### config.mk
export PLATFORM = sky130hd
export DESIGN_NAME = sorted_priority_queue_top
export DESIGN_NICKNAME = d
export VERILOG_FILES = /design/src/sv/spq_pkg.sv /design/src/sv/spq_mem.sv /design/src/sv/spq_ctrl.sv /design/src/sv/sorted_priority_queue_top.sv
export VERILOG_INCLUDE_DIRS = /design/src /design/src/sv
export SDC_FILE = /design/constraint.sdc
export NUM_CORES = 2
export LEC_CHECK = 0
export BUFFER_PORTS_ARGS = -buffer_cell sky130_fd_sc_hd__buf_2
export CORE_MARGIN = 1
export CORE_UTILIZATION = 60
export CTS_CLUSTER_SIZE = 24
export DETAILED_ROUTE_END_ITERATION = 12
export PLACE_DENSITY = 0.77
export SYNTH_ARGS = -nofsm -noshare
export SYNTH_HDL_FRONTEND = slang
export SYNTH_SLANG_ARGS = --single-unit
### constraint.sdc
create_clock -name clk -period 16.6 [get_ports clk]
set_input_delay 2.49 -clock clk [delete_from_list [all_inputs] [get_ports clk]]
set_output_delay 2.49 -clock clk [all_outputs]
set_load 0.005 [all_outputs]
### src/sv/assert_macros.svh
// assertion helpers for the rtl files, used by spq_ctrl
// both expect a clock named clk and an active-low reset named rst_n in scope
`ifndef ASSERT_MACROS_SVH
`define ASSERT_MACROS_SVH

// property checked at every clock edge outside reset
`define SPQ_ASSERT(name, prop, msg) \
    name: assert property (@(posedge clk) disable iff (!rst_n) prop) else $error(msg);

// property checked in the cycle after a trigger
`define SPQ_ASSERT_NEXT(name, trig, prop, msg) \
    name: assert property (@(posedge clk) disable iff (!rst_n) (trig) |=> (prop)) \
        else $error(msg);

`endif

### src/sv/spq_pkg.sv
`default_nettype none
package spq_pkg;

    // default queue capacity
    localparam int QUEUE_DEPTH_DEF = 16;

    // field widths
    localparam int TAG_W    = 32;
    localparam int PRIO_W   = 32;
    localparam int MODE_W   = 2;
    localparam int STATUS_W = 2;

    // request commands
    localparam logic CMD_INSERT  = 1'b0;
    localparam logic CMD_EXTRACT = 1'b1;

    // ordering modes
    localparam logic [MODE_W-1:0] MODE_LO_FIFO = 2'd0;
    localparam logic [MODE_W-1:0] MODE_HI_FIFO = 2'd1;
    localparam logic [MODE_W-1:0] MODE_LO_LIFO = 2'd2;
    localparam logic [MODE_W-1:0] MODE_HI_LIFO = 2'd3;

    // result status codes
    localparam logic [STATUS_W-1:0] STATUS_DONE  = 2'd0;
    localparam logic [STATUS_W-1:0] STATUS_FULL  = 2'd1;
    localparam logic [STATUS_W-1:0] STATUS_EMPTY = 2'd2;

    // one stored queue entry
    typedef struct packed {
        logic [TAG_W-1:0]         tag;
        logic signed [PRIO_W-1:0] prio;
    } entry_t;

    // one finished result, sequencer to output stage
    typedef struct packed {
        logic [TAG_W-1:0]         tag;
        logic signed [PRIO_W-1:0] prio;
        logic [STATUS_W-1:0]      status;
        logic                     now_empty;
    } result_t;

    // true when the incoming entry is served ahead of the stored one
    function automatic logic goes_before(
        input logic [MODE_W-1:0]      mode,
        input logic signed [PRIO_W-1:0] incoming,
        input logic signed [PRIO_W-1:0] stored
    );
        logic r;
        case (mode)
            MODE_LO_FIFO: r = incoming < stored;
            MODE_HI_FIFO: r = incoming > stored;
            MODE_LO_LIFO: r = incoming <= stored;
            MODE_HI_LIFO: r = incoming >= stored;
            default:      r = incoming >= stored;
        endcase
        return r;
    endfunction

endpackage
`default_nettype wire

### src/sv/spq_mem.sv
`default_nettype none
module spq_mem #(
    parameter int DEPTH = spq_pkg::QUEUE_DEPTH_DEF,
    parameter int AW    = $clog2(DEPTH)
) (
    input  wire logic             clk,
    input  wire logic             rd_en,
    input  wire logic [AW-1:0]    rd_addr,
    output spq_pkg::entry_t       rd_data,
    input  wire logic             wr_en,
    input  wire logic [AW-1:0]    wr_addr,
    input  wire spq_pkg::entry_t  wr_data
);

    spq_pkg::entry_t entry_mem [DEPTH];
    spq_pkg::entry_t rd_data_reg;

    // one write port, one read port with registered data
    always_ff @(posedge clk)
    begin
        if (wr_en)
        begin
            entry_mem[wr_addr] <= wr_data;
        end
        if (rd_en)
        begin
            rd_data_reg <= entry_mem[rd_addr];
        end
    end

    assign rd_data = rd_data_reg;

endmodule
`default_nettype wire

### src/sv/spq_ctrl.sv
`default_nettype none
`include "assert_macros.svh"
module spq_ctrl #(
    parameter int DEPTH = spq_pkg::QUEUE_DEPTH_DEF,
    parameter int AW    = $clog2(DEPTH),
    parameter int CW    = $clog2(DEPTH + 1)
) (
    input  wire logic                          clk,
    input  wire logic                          rst_n,
    // request side
    input  wire logic                          in_valid,
    output logic                               in_ready,
    input  wire logic                          command,
    input  wire logic [spq_pkg::TAG_W-1:0]     element_tag,
    input  wire logic signed [spq_pkg::PRIO_W-1:0] priority_req,
    input  wire logic [spq_pkg::MODE_W-1:0]    mode,
    // result side
    output logic                               res_valid,
    input  wire logic                          res_take,
    output spq_pkg::result_t                   res,
    // memory port
    output logic                               rd_en,
    output logic [AW-1:0]                      rd_addr,
    input  wire spq_pkg::entry_t               rd_data,
    output logic                               wr_en,
    output logic [AW-1:0]                      wr_addr,
    output spq_pkg::entry_t                    wr_data
);

    localparam int SW = AW + 1;

    typedef enum logic [5:0] {
        S_IDLE    = 6'b000001,
        S_EXTRACT = 6'b000010,
        S_SCAN    = 6'b000100,
        S_SHIFT   = 6'b001000,
        S_PLACE   = 6'b010000,
        S_RESULT  = 6'b100000
    } state_t;

    state_t                         state_reg, state_next;
    logic [CW-1:0]                  count_reg, count_next;
    logic [AW-1:0]                  head_reg, head_next;
    logic [CW-1:0]                  idx_reg, idx_next;
    logic [CW-1:0]                  pos_reg, pos_next;
    logic [spq_pkg::TAG_W-1:0]      tag_reg, tag_next;
    logic signed [spq_pkg::PRIO_W-1:0] prio_reg, prio_next;
    logic [spq_pkg::TAG_W-1:0]      res_tag_reg, res_tag_next;
    logic signed [spq_pkg::PRIO_W-1:0] res_prio_reg, res_prio_next;
    logic [spq_pkg::STATUS_W-1:0]   status_reg, status_next;
    logic [CW-1:0]                  idx_inc;
    logic [CW-1:0]                  count_dec;
    spq_pkg::entry_t                new_entry;

    // logical position to physical slot in the circular store
    function automatic logic [AW-1:0] phys_addr(
        input logic [AW-1:0] head,
        input logic [CW-1:0] idx
    );
        logic [SW-1:0] sum;
        sum = SW'(head) + SW'(idx);
        if (sum >= SW'(DEPTH))
        begin
            sum = sum - SW'(DEPTH);
        end
        return sum[AW-1:0];
    endfunction

    assign idx_inc   = idx_reg + CW'(1);
    assign count_dec = count_reg - CW'(1);
    assign new_entry = '{tag: tag_reg, prio: prio_reg};

    // sequencer: one memory access pair per cycle, one request at a time
    always_comb
    begin
        state_next    = state_reg;
        count_next    = count_reg;
        head_next     = head_reg;
        idx_next      = idx_reg;
        pos_next      = pos_reg;
        tag_next      = tag_reg;
        prio_next     = prio_reg;
        res_tag_next  = res_tag_reg;
        res_prio_next = res_prio_reg;
        status_next   = status_reg;
        rd_en         = 1'b0;
        rd_addr       = head_reg;
        wr_en         = 1'b0;
        wr_addr       = head_reg;
        wr_data       = new_entry;
        case (state_reg)
            S_IDLE:
            begin
                if (in_valid)
                begin
                    tag_next      = element_tag;
                    prio_next     = priority_req;
                    res_tag_next  = '0;
                    res_prio_next = '0;
                    status_next   = spq_pkg::STATUS_DONE;
                    idx_next      = '0;
                    if (command == spq_pkg::CMD_EXTRACT)
                    begin
                        if (count_reg == '0)
                        begin
                            status_next = spq_pkg::STATUS_EMPTY;
                            state_next  = S_RESULT;
                        end
                        else
                        begin
                            rd_en      = 1'b1;
                            state_next = S_EXTRACT;
                        end
                    end
                    else if (count_reg == CW'(DEPTH))
                    begin
                        status_next = spq_pkg::STATUS_FULL;
                        state_next  = S_RESULT;
                    end
                    else if (count_reg == '0)
                    begin
                        // empty queue: the new entry becomes the head
                        wr_en      = 1'b1;
                        wr_data    = '{tag: element_tag, prio: priority_req};
                        count_next = count_reg + CW'(1);
                        state_next = S_RESULT;
                    end
                    else
                    begin
                        rd_en      = 1'b1;
                        state_next = S_SCAN;
                    end
                end
            end
            S_EXTRACT:
            begin
                // head entry is on the read port; advance the head
                res_tag_next  = rd_data.tag;
                res_prio_next = rd_data.prio;
                head_next     = phys_addr(head_reg, CW'(1));
                count_next    = count_dec;
                state_next    = S_RESULT;
            end
            S_SCAN:
            begin
                if (spq_pkg::goes_before(mode, prio_reg, rd_data.prio))
                begin
                    // insert point found, start moving the tail up from the end
                    pos_next   = idx_reg;
                    idx_next   = count_dec;
                    rd_en      = 1'b1;
                    rd_addr    = phys_addr(head_reg, count_dec);
                    state_next = S_SHIFT;
                end
                else if (idx_inc == count_reg)
                begin
                    // nothing ahead of it, append at the tail
                    wr_en      = 1'b1;
                    wr_addr    = phys_addr(head_reg, count_reg);
                    count_next = count_reg + CW'(1);
                    state_next = S_RESULT;
                end
                else
                begin
                    idx_next = idx_inc;
                    rd_en    = 1'b1;
                    rd_addr  = phys_addr(head_reg, idx_inc);
                end
            end
            S_SHIFT:
            begin
                // write entry idx one slot up while reading the one below it
                wr_en   = 1'b1;
                wr_addr = phys_addr(head_reg, idx_inc);
                wr_data = rd_data;
                if (idx_reg == pos_reg)
                begin
                    state_next = S_PLACE;
                end
                else
                begin
                    idx_next = idx_reg - CW'(1);
                    rd_en    = 1'b1;
                    rd_addr  = phys_addr(head_reg, idx_reg - CW'(1));
                end
            end
            S_PLACE:
            begin
                wr_en      = 1'b1;
                wr_addr    = phys_addr(head_reg, pos_reg);
                count_next = count_reg + CW'(1);
                state_next = S_RESULT;
            end
            S_RESULT:
            begin
                if (res_take)
                begin
                    state_next = S_IDLE;
                end
            end
            default:
            begin
                state_next = S_IDLE;
            end
        endcase
    end

    // control state
    always_ff @(posedge clk or negedge rst_n)
    begin
        if (!rst_n)
        begin
            state_reg <= S_IDLE;
            count_reg <= '0;
            head_reg  <= '0;
        end
        else
        begin
            state_reg <= state_next;
            count_reg <= count_next;
            head_reg  <= head_next;
        end
    end

    // request and result payload
    always_ff @(posedge clk)
    begin
        idx_reg      <= idx_next;
        pos_reg      <= pos_next;
        tag_reg      <= tag_next;
        prio_reg     <= prio_next;
        res_tag_reg  <= res_tag_next;
        res_prio_reg <= res_prio_next;
        status_reg   <= status_next;
    end

    // handshake and result
    assign in_ready  = (state_reg == S_IDLE);
    assign res_valid = (state_reg == S_RESULT);
    assign res       = '{tag: res_tag_reg, prio: res_prio_reg, status: status_reg,
                         now_empty: (count_reg == '0)};

    // checks
    `SPQ_ASSERT(a_count_bound, count_reg <= CW'(DEPTH), "entry count above queue depth")
    `SPQ_ASSERT(a_shift_range, (state_reg == S_SHIFT) |-> (idx_reg >= pos_reg && idx_reg < count_reg),
                "shift index outside the moved range")
    `SPQ_ASSERT(a_extract_nonempty, (state_reg == S_EXTRACT) |-> (count_reg != '0),
                "extract started on an empty queue")
    `SPQ_ASSERT_NEXT(a_place_grows, state_reg == S_PLACE,
                     count_reg == $past(count_reg) + CW'(1), "insert did not grow the queue")

endmodule
`default_nettype wire

### src/sv/sorted_priority_queue_top.sv
// Sorted priority queue of up to QUEUE_DEPTH entries (tag plus signed priority), held in one
// circular single-port-read/single-port-write memory in service order. An extract passes
// through accept, memory read and result hand-off. An insert scans from the head one entry
// per cycle until the mode comparison picks its place, then moves the entries behind that
// place up by one slot per cycle and writes the new entry; an insert that lands at the tail
// or into an empty queue needs no move. The one memory read and one memory write per cycle
// set this pace. Inserts into a full queue and extracts from an empty one go straight from
// accept to result hand-off. Output stalls hold the result hand-off. A new request is taken
// while the previous result still waits in the output register.
// order_mode is written through cfg_we/cfg_wdata; the user must do so only while the block
// is idle, which the block itself does not enforce. Stored entries are not re-sorted when
// it changes.
`default_nettype none
module sorted_priority_queue_top #(
    parameter int QUEUE_DEPTH = spq_pkg::QUEUE_DEPTH_DEF
) (
    input  wire logic                              clk,
    input  wire logic                              rst_n,
    input  wire logic                              in_valid,
    output logic                                   in_ready,
    input  wire logic                              command,
    input  wire logic [spq_pkg::TAG_W-1:0]         element_tag,
    input  wire logic signed [spq_pkg::PRIO_W-1:0] priority_req,
    output logic                                   out_valid,
    input  wire logic                              out_ready,
    output logic [spq_pkg::TAG_W-1:0]              out_tag,
    output logic signed [spq_pkg::PRIO_W-1:0]      out_priority,
    output logic [spq_pkg::STATUS_W-1:0]           status,
    output logic                                   now_empty,
    input  wire logic                              cfg_we,
    input  wire logic [spq_pkg::MODE_W-1:0]        cfg_wdata
);

    localparam int AW = $clog2(QUEUE_DEPTH);
    localparam int CW = $clog2(QUEUE_DEPTH + 1);

    logic [spq_pkg::MODE_W-1:0] mode_reg;
    logic                       out_valid_reg, out_valid_next;
    spq_pkg::result_t           out_reg;
    spq_pkg::result_t           res;
    logic                       res_valid;
    logic                       out_free;
    logic                       rd_en;
    logic [AW-1:0]              rd_addr;
    spq_pkg::entry_t            rd_data;
    logic                       wr_en;
    logic [AW-1:0]              wr_addr;
    spq_pkg::entry_t            wr_data;

    spq_mem #(
        .DEPTH (QUEUE_DEPTH),
        .AW    (AW)
    ) u_mem (
        .clk     (clk),
        .rd_en   (rd_en),
        .rd_addr (rd_addr),
        .rd_data (rd_data),
        .wr_en   (wr_en),
        .wr_addr (wr_addr),
        .wr_data (wr_data)
    );

    spq_ctrl #(
        .DEPTH (QUEUE_DEPTH),
        .AW    (AW),
        .CW    (CW)
    ) u_ctrl (
        .clk          (clk),
        .rst_n        (rst_n),
        .in_valid     (in_valid),
        .in_ready     (in_ready),
        .command      (command),
        .element_tag  (element_tag),
        .priority_req (priority_req),
        .mode         (mode_reg),
        .res_valid    (res_valid),
        .res_take     (out_free),
        .res          (res),
        .rd_en        (rd_en),
        .rd_addr      (rd_addr),
        .rd_data      (rd_data),
        .wr_en        (wr_en),
        .wr_addr      (wr_addr),
        .wr_data      (wr_data)
    );

    // ordering mode register
    always_ff @(posedge clk or negedge rst_n)
    begin
        if (!rst_n)
        begin
            mode_reg <= spq_pkg::MODE_LO_FIFO;
        end
        else if (cfg_we)
        begin
            mode_reg <= cfg_wdata;
        end
    end

    // output register
    assign out_free = !out_valid_reg || out_ready;

    always_comb
    begin
        out_valid_next = out_valid_reg;
        if (res_valid && out_free)
        begin
            out_valid_next = 1'b1;
        end
        else if (out_ready)
        begin
            out_valid_next = 1'b0;
        end
    end

    always_ff @(posedge clk or negedge rst_n)
    begin
        if (!rst_n)
        begin
            out_valid_reg <= 1'b0;
        end
        else
        begin
            out_valid_reg <= out_valid_next;
        end
    end

    always_ff @(posedge clk)
    begin
        if (res_valid && out_free)
        begin
            out_reg <= res;
        end
    end

    assign out_valid    = out_valid_reg;
    assign out_tag      = out_reg.tag;
    assign out_priority = out_reg.prio;
    assign status       = out_reg.status;
    assign now_empty    = out_reg.now_empty;

endmodule
`default_nettype wire

# After elaboration in Yosys (flattened, before gate mapping)
# Memories as Yosys holds them, arrays and structs flattened. A register that Yosys moved wholly into a read port is not among the register bits.
# Index checks and enable logic that the tools add are counted.
dict set report classes {
  n_addsub 16
  magnitude_cmp 10
  n_eq_ne 23
  mux 67
  n_reduce_logical 17
}
# cell n
set ops {}
lappend ops {{2-to-1 mux 64 bit} 4}
lappend ops {{one-hot mux 32 bit (2 select lines)} 2}
lappend ops {{one-hot mux 64 bit (2 select lines)} 1}
lappend ops {{2-to-1 mux 6 bit} 9}
lappend ops {{2-to-1 mux 5 bit} 10}
lappend ops {{2-to-1 mux 4 bit} 11}
lappend ops {{greater-or-equal comparator 32 bit} 1}
lappend ops {{greater-than comparator 32 bit} 1}
lappend ops {{<= comparator 32 bit} 1}
lappend ops {{less-than comparator 32 bit} 1}
lappend ops {{2-to-1 mux 32 bit} 1}
lappend ops {{greater-or-equal comparator 5 bit, second input constant} 6}
lappend ops {{one-hot mux 6 bit (5 select lines)} 1}
lappend ops {{adder 4 x 5 -> 5 bit} 5}
lappend ops {{subtractor 4 x 1 -> 4 bit, second input constant} 6}
lappend ops {{one-hot mux 5 bit (4 select lines)} 1}
lappend ops {{2-to-1 mux 1 bit} 19}
lappend ops {{one-hot mux 5 bit (3 select lines)} 1}
lappend ops {{one-hot mux 4 bit (3 select lines)} 1}
lappend ops {{adder 5 x 1 -> 5 bit, second input constant} 2}
lappend ops {{== test 5 bit} 2}
lappend ops {{inequality test 2 bit, second input constant} 5}
lappend ops {{subtractor 5 x 1 -> 5 bit, second input constant} 2}
lappend ops {{inequality test 2 x 1 -> 1 bit, second input constant} 4}
lappend ops {{28 further kinds} 36}
dict set report word_totals {
  ff_bits 225
  ram_bits 1024
  elab_cells 150
  n_memories 1
}
# name words width rd rd_ports_with_merged_regs write_ports line
set mem_list {}
lappend mem_list {u_mem.entry_mem 16 64 1 1 1 spq_mem.sv:15} ;# spq_pkg::entry_t entry_mem [DEPTH];

# Logic depth before layout (Yosys ltp)
dict set report logic_depth {
  depth_word 8
  ltp_mapped 17
}

# Hierarchy
# A second synthesis with hierarchy kept.
dict set report unflattened {
  hier_cells 2473
  hier_area_um2 50968.9
}
# module n_inst cells_per_inst area_each_um2 seq_area_each_um2
set modules_own_cells {}
lappend modules_own_cells {spq_mem 1 1647 40223.6 32671.3}
lappend modules_own_cells {spq_ctrl 1 751 8609.5 4580.6}
lappend modules_own_cells {sorted_priority_queue_top 1 75 2135.8 2087.0}

# Least setup slack after synthesis
# Ideal clock, no wire load.
dict set report synth_timing {
  path_type {input to register}
  startpoint {input port in_valid}
  endpoint {memory u_mem.entry_mem[2][0] in the netlist's numbering, enable pin}
  arrival_ps 6258
  path_slack_ps 9856
  stages 7
  path_buffers 0
  cell_sequence {nand2_1 nor4_1 nor2_1 nand2_1 nor2_1 or3b_1 nor2_1}
}
dict set report synth_between {
  elab_chain_len 4
}
# item line
set synth_rtl {}
lappend synth_rtl {{start, declared} sorted_priority_queue_top.sv:19} ;# input wire logic in_valid,
lappend synth_rtl {{2-to-1 mux 1 bit} spq_ctrl.sv:94} ;# if (in_valid)
lappend synth_rtl {{one-hot mux 1 bit (3 select lines)} spq_ctrl.sv:91} ;# case (state_reg)
lappend synth_rtl {{2-to-1 mux 1 bit} spq_mem.sv:21} ;# if (wr_en)
lappend synth_rtl {{2-to-1 mux 1 bit (implied by the code)} spq_mem.sv:23} ;# entry_mem[wr_addr] <= wr_data;
lappend synth_rtl {{end, declared} spq_mem.sv:15}
# No other way between the ends.

# Worst setup path in the final report
dict set report layout_timing {
  startpoint {register, netlist name u_mem.rd_data[31]}
  endpoint {register, netlist name u_mem.rd_data[23]}
}
dict set report layout_between {
  elab_chain_len 5
  word_cells_on_any_way 10
  cone_classes {order compare (4); mux (6)}
}
# item line
set layout_rtl {}
lappend layout_rtl {{greater-or-equal comparator 32 bit, or another cell as far along} spq_pkg.sv:53} ;# MODE_HI_LIFO: r = incoming >= stored;
lappend layout_rtl {{one-hot mux 1 bit (4 select lines) (*)} spq_pkg.sv:49} ;# case (mode)
lappend layout_rtl {{2-to-1 mux 1 bit (*)} spq_ctrl.sv:91}
lappend layout_rtl {{2-to-1 mux 1 bit or 2-to-1 mux 4 bit (tied branches)} spq_ctrl.sv:146} ;# if (spq_pkg::goes_before(mode, prio_reg, rd_data.prio))
lappend layout_rtl {{one-hot mux 1 bit (3 select lines) or one-hot mux 4 bit (2 select lines) (tied branches)} spq_ctrl.sv:91}
# Every way passes the cells marked *; elsewhere a longest branch is shown, timed or not. The select of a mux whose other input is x is not followed.
# A chain may end at the register's enable or synchronous reset.

==> flow_metrics.py <==
metrics = {
    "outcome": {
        "status": "completed",
    },
    "die": {
        "start_util_pct": 60.7,
        "die_y_um": 298,
        "num_rows": 108,
        "io_pins": 141,
        "die_area_sq_um": 88900,
        "core-area_sq_um": 86800,
        "die_x_um": 298,
    },
    "setup_path": {
        "cp_common_cell": "buf_4",
        "crit_fanout": 225,
        "critical_path_class": "reg2reg",
        "critPathLaunch": "u_mem.rd_data[31]$_DFFE_PP_",
        "crit_chain": "inv_1, ha_1, nand4_1, nor4_1, nand3_1, a21boi_1, mux2i_2, buf_4, o211ai_4, buf_4, buf_12, buf_4, nand2_1, a32oi_1, mux2i_1, mux2i_1",
        "r2r-start": "u_mem.rd_data[31]$_DFFE_PP_",
        "endpoint_kind": "flop",
        "cp_slowest_cell": "buf_4",
        "critPathLaunchType": "flop",
        "crit_arrival_ns": 8.40,
        "crit_required_ns": 17.07,
        "cpPeakStageDelay_ns": 0.95,
    },
    "timing": {
        "fin_crit_ns": 7.93,
        "drv_slew": 0,
        "finClkSkew_ns": 0.0195,
        "rsz0062_at_grt": "no",
        "fin_crit_sh_pct": 47.8,
        "max-slew-margin-rel_pct": 15.3,
        "setup_tns_ns": 0,
        "maxClockFrequency_ghz": 0.126,
        "tightestPinTransition_ns": 1.27,
        "final_hold_viol_count": 0,
        "setup_violations": 0,
    },
    "global_route": {
        "grt_pass1_wl_um": 184000,
        "grt_max_degree": 242,
        "grt.overflow.total": 0,
        "track_usage_pct": 27.6,
        "antenna_found_initial": 2,
        "first_global_vias": 30900,
    },
    "logic_synthesis": {
        "yosys.area.top_type": "edfxtp_1",
        "synth_edf_count": 1295,
        "synth-seq-cells": 1313,
        "async_flop_share_pct": 1.37,
        "seq_area_frac_synth_pct": 74.8,
        "synth_commonest_cells": "edfxtp_1 (1295), nand2_1 (930), a21oi_1 (285), a32oi_1 (256), mux2i_1 (198)",
        "synth-main-ff-cell": "edfxtp_1",
        "syn_inst": 3659,
        "yosysMostFrequentCell": "edfxtp_1",
        "syn_area_sq_um": 52600,
        "yosysWarningCount": 0,
        "synth_top_cell_area_share_pct": 73.9,
        "synthDistinctLibCells": 65,
        "avgSynthCellArea_sq_um": 14.4,
        "synthTopCellsByArea": "edfxtp_1 (74%), nand2_1 (6.6%), a32oi_1 (4.3%)",
        "syn_nets": 3787,
    },
    "clock_network": {
        "cts_num_sinks": 1313,
        "clockBufferDepth": 3,
        "cts_tree": "built",
        "cts_resized": 0,
        "hold_buffers": 0,
        "root_buffer": "clkbuf_16",
        "htreeDepth": 4,
        "path_clk_slew_ns": 0.06,
        "cts_buffers": 132,
        "cts_setup_buffers": 0,
        "clock_latency_ns": 0.75,
    },
    "route": {
        "drc": 0,
        "postRouteAntennaNets": 0,
        "drt_iter0_markers": 3606,
        "wl_per_cell_um": 24.4,
        "drt_pass1_iterations": 6,
        "vias": 31400,
        "viasPerCell": 6.27,
        "wl_um": 122000,
    },
    "power": {
        "p_leak_nw": 20.9,
        "cellPowerDensity_nw_per_um2": 195,
        "totalPowerFinal_mw": 11.4,
        "ir_drop_uv": 298,
    },
    "placed_design": {
        "numPortBuffers": 140,
        "place_hpwl_um": 64000,
        "gp_congestion": 0.860,
    },
    "finish": {
        "num_antenna_cells": 0,
        "nets": 3878,
        "largest_reg_flops": 1024,
        "fin_util_pct": 67.5,
        "drive_gt1_share_pct": 10.7,
        "area_delta_synth_final_pct": 11.2,
    },
    "worst_hold_path": {
        "hold_start": "u_ctrl.res_prio_reg[25]$_SDFFCE_PN0P_",
        "hp-class": "reg2reg",
    },
    "job": {
        "cap_violations": 0,
    },
}
==> routing by layer <==
layer  global-route usage (%)  share of wire, %  vias to the layer above
met5                        0                 0                        -
met4                     9.94               2.8                        0
met3                     4.79               8.4                      223
met2                     44.3                49                     1537
met1                     38.3                40                    15700
li1                         -                 -                    14000
==> cells by family (layout without fill, tap and decap cells) <==
logic type,Yosys count,count (layout),share of synthesized area (%)
AO/OA/AOI/OAI,663,663,8.72
XOR/XNOR,41,41,0.682
adder cells (fa/ha/maj),56,56,1.40
buffers and inverters,283,479,2.14
flip-flops,1313,1313,74.8
multiplexers,202,202,3.86
AND/OR/NAND/NOR,1101,1101,8.44
==> stage by stage <==
stage	instance area [sq um]	std cells	setup WS, ns	hold WS [ns]
finish	58500	5010	8.67	0.411
global route	58500	5010	8.45	0.413
CTS	58500	5010	8.88	0.406
detailed placement	54400	4771	9.07	0.405
global placement	54400	4771	9.23	0.401
floorplan	52600	3659	9.86	0.400
==> cell usage in the layout, fill, tap and decap left out, types with 7 or more instances in the layout <==
cell type and count:
edfxtp_1 1295, nand2_1 929, a21oi_1 283, a32oi_1 256
mux2i_1 198, buf_2 140, clkbuf_16 136, a22oi_1 68
nor2_1 52, ha_1 51, inv_1 49, buf_4 46
and2_1 35, clkinv_2 29, clkbuf_1 29, xnor2_1 26
clkinv_1 25, nor2_4 17, dfrtp_1 17, xor2_1 15
o21ai_0 14, nand3_1 10, nand4_1 10, inv_6 8
a21o_1 7
==> layout make-up <==
cell class,instances,area (sq um)
Multi-Input combinational cell,2063,12400
Inverter,50,189
Tap cell,1155,1450
Clock buffer,166,3530
Fill cell,5734,28200
Sequential cell,1313,39300
Clock inverter,73,563
Timing Repair Buffer,190,1130
==> report_power, final <==
| group | switching, mW | total (mW) | internal, mW |
|---|---|---|---|
| registers | 0.172 | 4.60 | 4.42 |
| logic | 2.74 | 3.97 | 1.23 |
| clock network | 1.23 | 2.83 | 1.61 |
==> worst paths after layout <==
path / end / slack (ns) / cells past startpoint
min in group asynchronous: u_ctrl.head_reg[0]$_DFFE_PN0P_ / 1.70 / 1
worst min-delay path: out_priority[25]$_DFFE_PP_ / 0.41 / 0
worst max register to register: u_mem.rd_data[23]$_DFFE_PP_ / 8.67 / 16
max in group asynchronous: u_ctrl.state_reg[0]$_DFFE_PN1P_ / 14.55 / 1
worst max-delay path: u_mem.rd_data[23]$_DFFE_PP_ / 8.67 / 16
worst min register to register: out_priority[25]$_DFFE_PP_ / 0.41 / 0
==> critical path: cells and delay by family (launching register included) <==
family,cells,cell delay (ns)
flip-flops,1,0.34
adder cells (fa/ha/maj),1,0.36
AND/OR/NAND/NOR,4,1.78
multiplexers,3,0.69
AO/OA/AOI/OAI,3,1.25
buffers and inverters,5,2.65
Note: power is estimated with default switching activity, not from simulation.
